File: config.mk
export PLATFORM = sky130hd
export DESIGN_NAME = rfds_ctrl
export DESIGN_NICKNAME = d
export VERILOG_FILES = /design/src/design/rfds_pkg.sv /design/src/design/rfds_ctrl.sv
export SDC_FILE = /design/constraint.sdc
export NUM_CORES = 1
export LEC_CHECK = 0
export BUFFER_PORTS_ARGS = -buffer_cell sky130_fd_sc_hd__buf_4
export CAP_MARGIN = 10
export CORE_AREA = 2 2 60 62
export CTS_CLUSTER_DIAMETER = 100
export DETAILED_ROUTE_END_ITERATION = 7
export DIE_AREA = 0 0 62 64
export PLACE_DENSITY = 0.6
export SYNTH_ARGS = -nofsm -noshare
export SYNTH_HDL_FRONTEND = slang
export SYNTH_SLANG_ARGS = --single-unit
File: constraint.sdc
create_clock -name clk -period 1.8 [get_ports clk]
set_input_delay 0.27 -clock clk [delete_from_list [all_inputs] [get_ports clk]]
set_output_delay 0.27 -clock clk [all_outputs]
set_load 0.05 [all_outputs]
File: src/design/rfds_pkg.sv
// Shared types, codes and arithmetic helpers of the ring field diffusion store.
package rfds_pkg;

  localparam int DATA_W     = 32;
  localparam int LEN_CFG_W  = 9;
  localparam int FACT_W     = 17;
  localparam int CFG_IDX_W  = 2;
  localparam int CFG_DATA_W = 17;

  localparam int DEF_CELLS      = 256;
  localparam int DEF_MAX_RADIUS = 127;

  // Shared multiplier and accumulator widths.
  localparam int MUL_A_W = 33;
  localparam int MUL_B_W = 18;
  localparam int PROD_W  = MUL_A_W + MUL_B_W;
  localparam int ACC_W   = PROD_W + 1;

  localparam logic [FACT_W-1:0] Q16_ONE = 17'd65536;

  // Configuration register indexes.
  localparam logic [CFG_IDX_W-1:0] REG_RING_LENGTH  = 2'd0;
  localparam logic [CFG_IDX_W-1:0] REG_DECAY_FACTOR = 2'd1;
  localparam logic [CFG_IDX_W-1:0] REG_DIFFUSE_MIX  = 2'd2;

  // Operation kinds.
  localparam logic [2:0] KIND_READ     = 3'd0;
  localparam logic [2:0] KIND_WRITE    = 3'd1;
  localparam logic [2:0] KIND_DEPOSIT  = 3'd2;
  localparam logic [2:0] KIND_FILL     = 3'd3;
  localparam logic [2:0] KIND_DECAY    = 3'd4;
  localparam logic [2:0] KIND_DIFFUSE  = 3'd5;
  localparam logic [2:0] KIND_MEAN     = 3'd6;
  localparam logic [2:0] KIND_GRADIENT = 3'd7;

  // Pointer updates.
  localparam logic [3:0] PTR_HOLD  = 4'd0;
  localparam logic [3:0] PTR_ZERO  = 4'd1;
  localparam logic [3:0] PTR_INC   = 4'd2;
  localparam logic [3:0] PTR_STEP  = 4'd3;
  localparam logic [3:0] PTR_IDX   = 4'd4;
  localparam logic [3:0] PTR_LAST  = 4'd5;
  localparam logic [3:0] PTR_RIGHT = 4'd6;
  localparam logic [3:0] PTR_LEFT  = 4'd7;
  localparam logic [3:0] PTR_START = 4'd8;

  // Write data selection.
  localparam logic [2:0] WR_ZERO  = 3'd0;
  localparam logic [2:0] WR_VAL   = 3'd1;
  localparam logic [2:0] WR_DEP   = 3'd2;
  localparam logic [2:0] WR_DECAY = 3'd3;
  localparam logic [2:0] WR_DIFF  = 3'd4;

  // Multiplier operations.
  localparam logic [1:0] MUL_NONE  = 2'd0;
  localparam logic [1:0] MUL_DECAY = 2'd1;
  localparam logic [1:0] MUL_SELF  = 2'd2;
  localparam logic [1:0] MUL_NEIGH = 2'd3;

  // Divider operand selection.
  localparam logic [1:0] DIV_IDX = 2'd0;
  localparam logic [1:0] DIV_RAD = 2'd1;
  localparam logic [1:0] DIV_SUM = 2'd2;

  // Result selection.
  localparam logic [2:0] RES_ZERO  = 3'd0;
  localparam logic [2:0] RES_ERR   = 3'd1;
  localparam logic [2:0] RES_RDATA = 3'd2;
  localparam logic [2:0] RES_GRAD  = 3'd3;
  localparam logic [2:0] RES_MEAN  = 3'd4;

  typedef struct packed {
    logic [2:0]               kind;
    logic [7:0]               cell_index;
    logic signed [DATA_W-1:0] operand_value;
    logic [6:0]               window_radius;
  } item_in_t;

  typedef struct packed {
    logic signed [DATA_W-1:0] result_value;
    logic                     index_error;
  } item_out_t;

  typedef struct packed {
    logic       op_load;
    logic [3:0] ptr_op;
    logic       rd_next;
    logic       we;
    logic [2:0] wsel;
    logic [1:0] mul_op;
    logic       div_start;
    logic [1:0] div_sel;
    logic       cen_load;
    logic       prev_load;
    logic       cur_load;
    logic       nxt_load;
    logic       win_shift;
    logic       hold_load;
    logic       sum_clr;
    logic       sum_acc;
    logic       res_load;
    logic [2:0] res_sel;
    logic       out_load;
  } cmd_t;

  typedef struct packed {
    logic [2:0] kind;
    logic       len_zero;
    logic       len_short;
    logic       idx_bad;
    logic       ptr_last;
    logic       clr_last;
    logic       win_last;
    logic       div_done;
  } status_t;

  // Saturate a wide signed value to the signed 32-bit range.
  function automatic logic signed [DATA_W-1:0] sat32(input logic signed [ACC_W-1:0] v);
    logic [ACC_W-DATA_W:0] top;
    top = v[ACC_W-1:DATA_W-1];
    if ((&top) || (~|top)) begin
      sat32 = v[DATA_W-1:0];
    end else if (v[ACC_W-1]) begin
      sat32 = {1'b1, {(DATA_W-1){1'b0}}};
    end else begin
      sat32 = {1'b0, {(DATA_W-1){1'b1}}};
    end
  endfunction

  // Divide by 2^n, rounding to nearest with ties toward plus infinity.
  function automatic logic signed [ACC_W-1:0] round_shift(input logic signed [ACC_W-1:0] v,
                                                          input int unsigned n);
    logic signed [ACC_W-1:0] bias;
    bias = '0;
    bias[n-1] = 1'b1;
    round_shift = (v + bias) >>> n;
  endfunction

endpackage

File: src/design/rfds_ctrl.sv
// Controller state machine sequencing every operation over the datapath.
module rfds_ctrl import rfds_pkg::*; (
  input  logic    clk,
  input  logic    rst,
  input  logic    in_valid,
  output logic    in_ready,
  output logic    out_valid,
  input  logic    out_ready,
  input  status_t status,
  output cmd_t    cmd
);

  localparam logic [4:0] S_CLR    = 5'd0;
  localparam logic [4:0] S_IDLE   = 5'd1;
  localparam logic [4:0] S_DISP   = 5'd2;
  localparam logic [4:0] S_PT_RD  = 5'd3;
  localparam logic [4:0] S_PT_EX  = 5'd4;
  localparam logic [4:0] S_FILL   = 5'd5;
  localparam logic [4:0] S_DC_RD  = 5'd6;
  localparam logic [4:0] S_DC_MUL = 5'd7;
  localparam logic [4:0] S_DC_WR  = 5'd8;
  localparam logic [4:0] S_DF_A   = 5'd9;
  localparam logic [4:0] S_DF_B   = 5'd10;
  localparam logic [4:0] S_DF_C   = 5'd11;
  localparam logic [4:0] S_DF_RDN = 5'd12;
  localparam logic [4:0] S_DF_M1  = 5'd13;
  localparam logic [4:0] S_DF_M2  = 5'd14;
  localparam logic [4:0] S_DF_WR  = 5'd15;
  localparam logic [4:0] S_GR_DIV = 5'd16;
  localparam logic [4:0] S_GR_SET = 5'd17;
  localparam logic [4:0] S_GR_R   = 5'd18;
  localparam logic [4:0] S_GR_RD  = 5'd19;
  localparam logic [4:0] S_GR_L   = 5'd20;
  localparam logic [4:0] S_GR_LD  = 5'd21;
  localparam logic [4:0] S_MN_D1  = 5'd22;
  localparam logic [4:0] S_MN_D2  = 5'd23;
  localparam logic [4:0] S_MN_RD  = 5'd24;
  localparam logic [4:0] S_MN_ACC = 5'd25;
  localparam logic [4:0] S_MN_DV0 = 5'd26;
  localparam logic [4:0] S_MN_DW  = 5'd27;
  localparam logic [4:0] S_FIN    = 5'd28;

  logic [4:0] state;
  logic [4:0] state_next;
  logic       out_free;

  assign in_ready = (state == S_IDLE);
  assign out_free = !out_valid || out_ready;

  always_comb begin
    cmd        = '0;
    state_next = state;
    unique case (state)
      S_CLR: begin
        cmd.we     = 1'b1;
        cmd.wsel   = WR_ZERO;
        cmd.ptr_op = PTR_STEP;
        if (status.clr_last) begin
          state_next = S_IDLE;
        end
      end
      S_IDLE: begin
        if (in_valid) begin
          cmd.op_load = 1'b1;
          state_next  = S_DISP;
        end
      end
      S_DISP: begin
        cmd.res_load = 1'b1;
        cmd.res_sel  = RES_ZERO;
        unique case (status.kind) inside
          KIND_READ, KIND_WRITE, KIND_DEPOSIT: begin
            if (status.idx_bad) begin
              cmd.res_sel = RES_ERR;
              state_next  = S_FIN;
            end else begin
              cmd.ptr_op = PTR_IDX;
              state_next = S_PT_RD;
            end
          end
          KIND_FILL: begin
            cmd.ptr_op = PTR_ZERO;
            state_next = status.len_zero ? S_FIN : S_FILL;
          end
          KIND_DECAY: begin
            cmd.ptr_op = PTR_ZERO;
            state_next = status.len_zero ? S_FIN : S_DC_RD;
          end
          KIND_DIFFUSE: begin
            cmd.ptr_op = PTR_LAST;
            state_next = status.len_short ? S_FIN : S_DF_A;
          end
          KIND_MEAN: begin
            cmd.div_start = !status.len_zero;
            cmd.div_sel   = DIV_IDX;
            state_next    = status.len_zero ? S_FIN : S_MN_D1;
          end
          default: begin
            cmd.div_start = !status.len_zero;
            cmd.div_sel   = DIV_IDX;
            state_next    = status.len_zero ? S_FIN : S_GR_DIV;
          end
        endcase
      end
      S_PT_RD: begin
        state_next = S_PT_EX;
      end
      S_PT_EX: begin
        unique case (status.kind) inside
          KIND_WRITE: begin
            cmd.we   = 1'b1;
            cmd.wsel = WR_VAL;
          end
          KIND_DEPOSIT: begin
            cmd.we   = 1'b1;
            cmd.wsel = WR_DEP;
          end
          default: begin
            cmd.res_load = 1'b1;
            cmd.res_sel  = RES_RDATA;
          end
        endcase
        state_next = S_FIN;
      end
      S_FILL: begin
        cmd.we   = 1'b1;
        cmd.wsel = WR_VAL;
        if (status.ptr_last) begin
          state_next = S_FIN;
        end else begin
          cmd.ptr_op = PTR_INC;
        end
      end
      S_DC_RD: begin
        state_next = S_DC_MUL;
      end
      S_DC_MUL: begin
        cmd.mul_op = MUL_DECAY;
        state_next = S_DC_WR;
      end
      S_DC_WR: begin
        cmd.we   = 1'b1;
        cmd.wsel = WR_DECAY;
        if (status.ptr_last) begin
          state_next = S_FIN;
        end else begin
          cmd.ptr_op = PTR_INC;
          state_next = S_DC_RD;
        end
      end
      S_DF_A: begin
        cmd.ptr_op = PTR_ZERO;
        state_next = S_DF_B;
      end
      S_DF_B: begin
        cmd.prev_load = 1'b1;
        state_next    = S_DF_C;
      end
      S_DF_C: begin
        cmd.cur_load = 1'b1;
        state_next   = S_DF_RDN;
      end
      S_DF_RDN: begin
        cmd.rd_next = 1'b1;
        state_next  = S_DF_M1;
      end
      S_DF_M1: begin
        cmd.nxt_load = 1'b1;
        cmd.mul_op   = MUL_SELF;
        state_next   = S_DF_M2;
      end
      S_DF_M2: begin
        cmd.mul_op = MUL_NEIGH;
        state_next = S_DF_WR;
      end
      S_DF_WR: begin
        cmd.we        = 1'b1;
        cmd.wsel      = WR_DIFF;
        cmd.win_shift = 1'b1;
        if (status.ptr_last) begin
          state_next = S_FIN;
        end else begin
          cmd.ptr_op = PTR_INC;
          state_next = S_DF_RDN;
        end
      end
      S_GR_DIV: begin
        if (status.div_done) begin
          cmd.cen_load = 1'b1;
          state_next   = S_GR_SET;
        end
      end
      S_GR_SET: begin
        cmd.ptr_op = PTR_RIGHT;
        state_next = S_GR_R;
      end
      S_GR_R: begin
        state_next = S_GR_RD;
      end
      S_GR_RD: begin
        cmd.hold_load = 1'b1;
        cmd.ptr_op    = PTR_LEFT;
        state_next    = S_GR_L;
      end
      S_GR_L: begin
        state_next = S_GR_LD;
      end
      S_GR_LD: begin
        cmd.res_load = 1'b1;
        cmd.res_sel  = RES_GRAD;
        state_next   = S_FIN;
      end
      S_MN_D1: begin
        if (status.div_done) begin
          cmd.cen_load  = 1'b1;
          cmd.div_start = 1'b1;
          cmd.div_sel   = DIV_RAD;
          state_next    = S_MN_D2;
        end
      end
      S_MN_D2: begin
        if (status.div_done) begin
          cmd.ptr_op  = PTR_START;
          cmd.sum_clr = 1'b1;
          state_next  = S_MN_RD;
        end
      end
      S_MN_RD: begin
        state_next = S_MN_ACC;
      end
      S_MN_ACC: begin
        cmd.sum_acc = 1'b1;
        cmd.ptr_op  = PTR_INC;
        state_next  = status.win_last ? S_MN_DV0 : S_MN_RD;
      end
      S_MN_DV0: begin
        cmd.div_start = 1'b1;
        cmd.div_sel   = DIV_SUM;
        state_next    = S_MN_DW;
      end
      S_MN_DW: begin
        cmd.div_sel = DIV_SUM;
        if (status.div_done) begin
          cmd.res_load = 1'b1;
          cmd.res_sel  = RES_MEAN;
          state_next   = S_FIN;
        end
      end
      S_FIN: begin
        if (out_free) begin
          cmd.out_load = 1'b1;
          state_next   = S_IDLE;
        end
      end
      default: begin
        state_next = S_IDLE;
      end
    endcase
  end

  always_ff @(posedge clk) begin
    if (rst) begin
      state     <= S_CLR;
      out_valid <= 1'b0;
    end else begin
      state <= state_next;
      if (cmd.out_load) begin
        out_valid <= 1'b1;
      end else if (out_ready) begin
        out_valid <= 1'b0;
      end
    end
  end

endmodule

==> run summary, run 1 <==
CTS tree -> built
CP Launch Type -> flop
remaining antenna violation count -> 0
Die Wd -> 62 um
Mean Syn Cell Area -> 6.24 um^2
Iter 0 DRT Violations -> 122
Filler cells -> 212
n_diodes -> 0
maximum VDD drop -> 1.01 mV
net switching fraction of the power -> 52.8%
dominant synthesized flop cell -> dfxtp_1
failing checks -> setup timing
ys async rst share -> 0%
global-route wire length before repair -> 8050 um
most common cell after layout, fill and taps aside -> buf_4
Period minus WS final -> 1.97 ns
Tcrit/Tclk final -> 110%
Seq/Total Area, Yosys -> 10.3%
design area -> 2560 um^2
Worst Path Required -> 1.53 ns
synth warn -> 0
Sequential Power Share -> 6.1%
nets -> 282
total gr overflow -> 0
placed cell count -> 289
DRC -> 0
CTS Buf Count -> 3
worst skew pair latency -> 0.26 ns
Root Buffer -> clkbuf_4
CTS Hold Bufs -> 0
Final setup viols -> 19
final hold violation count -> 0
post-synth top area cell -> dfxtp_1
Die ar. -> 3970 um^2
CP Capture Type -> output port
Pwr Density -> 1430 nW/um^2
routed vias/inst -> 5.87
Worst Setup Slack, final -> -0.174 ns
Initial Utilization -> 35.4%
Psw -> 1.93 mW
boundary pin count -> 44
Fin Setup TNS -> -1.33 ns
Clock transition at path regs -> 0.05 ns
crit path kind -> flop to output port
Final Max Slew Viols -> 0
clk buf depth -> 2
Leak -> 1.03 nW
syn_nets -> 200
Clock power frac -> 3.6%
CTS Sinks -> 6
final wirelength -> 5650 um
multi-input logic area -> 1450 um^2
GRT Total Usage -> 26.4%
Placed Area -> 1940 um^2
max_slew headroom -> 71.5%
post-synthesis cell area -> 1160 um^2
via count -> 1,832
Logic pwr share -> 90.3%
drt pass-1 iters -> 7
Clock Skew -> 0.00845 ns
sequential cell area -> 131 um^2
Max-Cap Viols -> 0
worst-margin pin slew -> 0.425 ns
via count of the first global-routing pass -> 1,669
most frequent cells in the layout -> buf_4 (62), buf_6 (27), nand2_1 (12), nor2_1 (11), nor3_4 (10)
DR WL/cell -> 18.1 um
share of cells above drive strength 1 -> 65.4%
Die Y -> 64 um
top cells by area, synth -> dfxtp_1 (10%), nor2_1 (7.4%), nor3_1 (5.2%), nand2b_1 (4.8%), clkbuf_1 (4.5%)
Layout area overhead -> 121%
Hold Slack -> 0.267 ns
GP Congestion -> 0.865
row cnt -> 21
EDFF count, synth -> 0
Crit Path Max Fanout -> 5
Int Pwr -> 1.73 mW
Min-Delay Path Class -> input pin to flop
H-tree depth -> 1
non-filler instance count after layout -> 312
port buffer count -> 43
RSZ-0062 raised after global routing -> yes
#FFs+latches synth -> 6
Core Area -> 3280 um^2
WP data arrival -> 1.70 ns
status -> complete, but fails checks
Yosys cell types -> 52
Peak Freq -> 0.507 GHz
initial antenna violation count -> 0
pin count of the biggest net entering global routing -> 26
Gate Count Post-Synth -> 186
Synth top area share -> 10.3%
post-DP HPWL -> 3490 um
-- cell usage after synthesis, drive strengths merged (2+ instances only) --
cell type / number
dfxtp: 6
and3: 5
a22oi: 3
nor2: 23
nor3: 12
nand2b: 9
or4: 2
o22ai: 4
o211a: 2
nand3b: 2
a21oi: 11
or2: 2
a21o: 2
a211oi: 2
clkbuf: 14
nor2b: 4
o31ai: 2
nand2: 14
o21ai: 10
inv: 5
or2b: 2
a311oi: 3
a31oi: 5
nand3: 8
and2: 3
buf: 5
nor4: 2
o32ai: 3
or3: 2
mux2i: 3
-- metrics by stage --
step	util, %	worst slack, ns	power, mW
3_5_place_dp	59.2	-0.0415	2.49
3_3_place_gp	59.2	0.0240	2.47
6_report	78.0	-0.174	3.66
4_1_cts	69.1	-0.160	3.14
2_1_floorplan	-	-0.238	1.80
5_1_grt	78.0	-0.209	3.82
-- flip-flops by register name, indices dropped and copies added (netlist names) --
register and count:
state 5, out_valid 1
-- power by group through the flow --
stage          combinational [mW]  sequential, mW  clock, mW
2_1_floorplan                1.60           0.197          0
3_3_place_gp                 2.25           0.211          0
4_1_cts                      2.79           0.220      0.125
3_5_place_dp                 2.27           0.214          0
6_report                     3.30           0.223      0.131
5_1_grt                      3.46           0.226      0.141
-- cell families after synthesis --
| kind of cell | share of synthesized area, % |
|---|---|
| simple gates | 43.0 |
| buf+inv | 8.84 |
| compound gates | 33.7 |
| xor+xnor | 1.51 |
| mux | 2.59 |
| flops | 10.3 |
-- final timing paths --
path	slack, ns	startpoint	to	depth (start not counted)
worst min register to register	0.73	state[0]$_SDFFE_PP0P_	state[0]$_SDFFE_PP0P_	3
worst max-delay path	-0.17	state[0]$_SDFFE_PP0P_	cmd[1]	4
worst min-delay path	0.27	rst	state[1]$_SDFFE_PP0P_	2
worst max register to register	-0.13	state[1]$_SDFFE_PP0P_	state[2]$_SDFFE_PP0P_	7
-- cell type report --
class / instances / area share, %
repair buffers: 96 / 34.1
flip-flops and latches: 6 / 5.13
inverters: 5 / 0.977
well taps: 46 / 2.25
multi-input cells: 156 / 56.6
clock buffers: 3 / 0.879
-- worst max-delay path, cell delays in order, from the launching register on --
cell	delay, ns
dfxtp_2	0.36
or2_4	0.26
or3_4	0.41
o32ai_4	0.22
buf_6	0.19
-- timing repair --
| action | 4_1_cts | 5_1_grt |
|---|---|---|
| resized for setup | 60 | 45 |
| pin swaps | 14 | 10 |
| buffers inserted | 11 | 10 |
| setup endpoints to repair | 30 | 28 |
-- layer usage --
metal,vias up,global-route usage [%],part of all wire (%)
li1,852,-,-
met1,868,33.0,38
met2,100,46.5,53
met3,12,2.43,5.7
met4,0,6.91,2.4
met5,-,0,0
Power figures use the tool's default switching activity.
==> run 2, diff against run 1 <==
--- a/config.mk
+++ b/config.mk
@@ -7,11 +7,11 @@
 export LEC_CHECK = 0
 export BUFFER_PORTS_ARGS = -buffer_cell sky130_fd_sc_hd__buf_4
 export CAP_MARGIN = 10
-export CORE_AREA = 2 2 60 62
+export CORE_AREA = 2 2 68 54
 export CTS_CLUSTER_DIAMETER = 100
 export DETAILED_ROUTE_END_ITERATION = 7
-export DIE_AREA = 0 0 62 64
-export PLACE_DENSITY = 0.6
+export DIE_AREA = 0 0 70 56
+export PLACE_DENSITY = 0.62
 export SYNTH_ARGS = -nofsm -noshare
 export SYNTH_HDL_FRONTEND = slang
 export SYNTH_SLANG_ARGS = --single-unit
==> run 2 against run 1 <==
Net effect:
- the flow still finishes with violations (setup timing)
- sequential share of layout area grew 1.0 points
- total power shrank 18%
- clock skew down 0.0064 ns
- core utilization shrank 11 points
- fmax is essentially flat
- largest cell class unchanged
- largest power group unchanged
==> run summary, run 2 (synthesis gave the netlist of run 1 again) <==
DRC -> 0
maximum VDD drop -> 1.20 mV
GRT Total Usage -> 23.1%
clk buf depth -> 2
boundary pin count -> 44
Die Wd -> 70 um
Period minus WS final -> 1.97 ns
Min-Delay Path Class -> input pin to flop
final hold violation count -> 0
Layout area overhead -> 83.8%
CTS Buf Count -> 3
worst skew pair latency -> 0.22 ns
crit path kind -> flop to output port
routed vias/inst -> 5.81
CTS Hold Bufs -> 0
Tot Pwr -> 2.98 mW
DP Worst Slack -> -0.0673 ns
Root Buffer -> clkbuf_8
H-tree depth -> 1
Clock transition at path regs -> 0.04 ns
Peak Freq -> 0.507 GHz
cells on worst reg2reg path -> 6
Core Area -> 3200 um^2
Max-Cap Viols -> 0
total gr overflow -> 0
Pwr Density -> 1400 nW/um^2
DR WL/cell -> 16.0 um
n_diodes -> 0
CTS Sinks -> 6
largest registers -> state x5, out_valid x1
Crit Path Max Fanout -> 6
share of cells above drive strength 1 -> 54.7%
GP Congestion -> 0.866
CTS tree -> built
Initial Utilization -> 36.3%
WP data arrival -> 1.70 ns
most common cell after layout, fill and taps aside -> buf_4
Die ar. -> 3920 um^2
Worst Path Required -> 1.53 ns
port buffer count -> 43
CP Capture Type -> output port
failing checks -> setup timing
Final setup viols -> 5
CP Launch Type -> flop
row cnt -> 18
largest register by flop count -> state
post-DP HPWL -> 3470 um
Iter 0 DRT Violations -> 101
Clock Skew -> 0.00202 ns
Final Util -> 66.7%
Tcrit/Tclk final -> 110%
Hold Path Depth -> 2
global-route wire length before repair -> 7400 um
max_slew headroom -> 75.2%
Leak -> 0.868 nW
worst-margin pin slew -> 0.369 ns
status -> complete, but fails checks
pin count of the biggest net entering global routing -> 26
via count -> 1,644
initial antenna violation count -> 0
most frequent cells in the layout -> buf_4 (60), nor2_1 (14), nand2_1 (13), buf_6 (10)
drt pass-1 iters -> 4
Worst Setup Slack, final -> -0.173 ns
Final Max Slew Viols -> 0
final wirelength -> 4530 um
remaining antenna violation count -> 0
RSZ-0062 raised after global routing -> yes
nets -> 259
Die Y -> 56 um
Largest register FFs -> 5
via count of the first global-routing pass -> 1,509
Filler cells -> 279
[run 2: changes by cell type in the layout (fill, tap and decap cells not counted), sizes merged]
cell | previous run | this run
buf | 96 | 73
[run 2: timing repair]
action / in CTS / in global routing
pin swaps: 3 / 5
endpoints found under the setup margin: 20 / 20
gates resized for setup: 21 / 23
setup buffers: 0 / 3
[run 2: metal layers]
metal / up-vias / global-route usage (%) / share of wire (%)
met1: 766 / 31.8 / 44
met5: - / 0 / 0
met2: 61 / 37.8 / 48
li1: 810 / - / -
met3: 7 / 3.62 / 6.1
met4: 0 / 5.22 / 1.3
[run 2: final cells by class]
class | count | area [um^2] | area share [%]
sequential | 6 | 131 | 6.15
inverter | 5 | 22.5 | 1.06
clock buffer | 3 | 41.3 | 1.93
timing repair buffer | 73 | 613 | 28.7
tap | 40 | 50.0 | 2.34
multi-input combinational | 156 | 1280 | 59.8
[run 2: report_power, final]
group | switching, mW | internal [mW]
registers | 0.0425 | 0.175
logic | 1.49 | 1.07
clock network | 0.0602 | 0.144
total | 1.59 | 1.39
[run 2: worst paths after layout]
check / from / to / slack, ns
min reg2reg: out_valid$_SDFFE_PP0P_ / out_valid$_SDFFE_PP0P_ / 0.68
max reg2reg: state[1]$_SDFFE_PP0P_ / state[2]$_SDFFE_PP0P_ / -0.01
max: state[2]$_SDFFE_PP0P_ / cmd[1] / -0.17
min: rst / state[0]$_SDFFE_PP0P_ / 0.27
[run 2: metrics by stage]
step,cells,setup TNS (ns),area [um^2],hold slack (ns)
2_1_floorplan,186,-0.988,1420,0.335
4_1_cts,280,-0.454,2020,0.255
3_3_place_gp,277,0,1900,0.481
6_report,283,-0.276,2130,0.268
3_5_place_dp,277,-0.114,1900,0.487
5_1_grt,283,-0.851,2130,0.265
[run 2: worst max-delay path, cell delays in order, from the launching register on]
cell     delay (ns)
dfxtp_4        0.36
or2b_1         0.26
or3_4          0.41
o32ai_4        0.24
buf_6          0.20
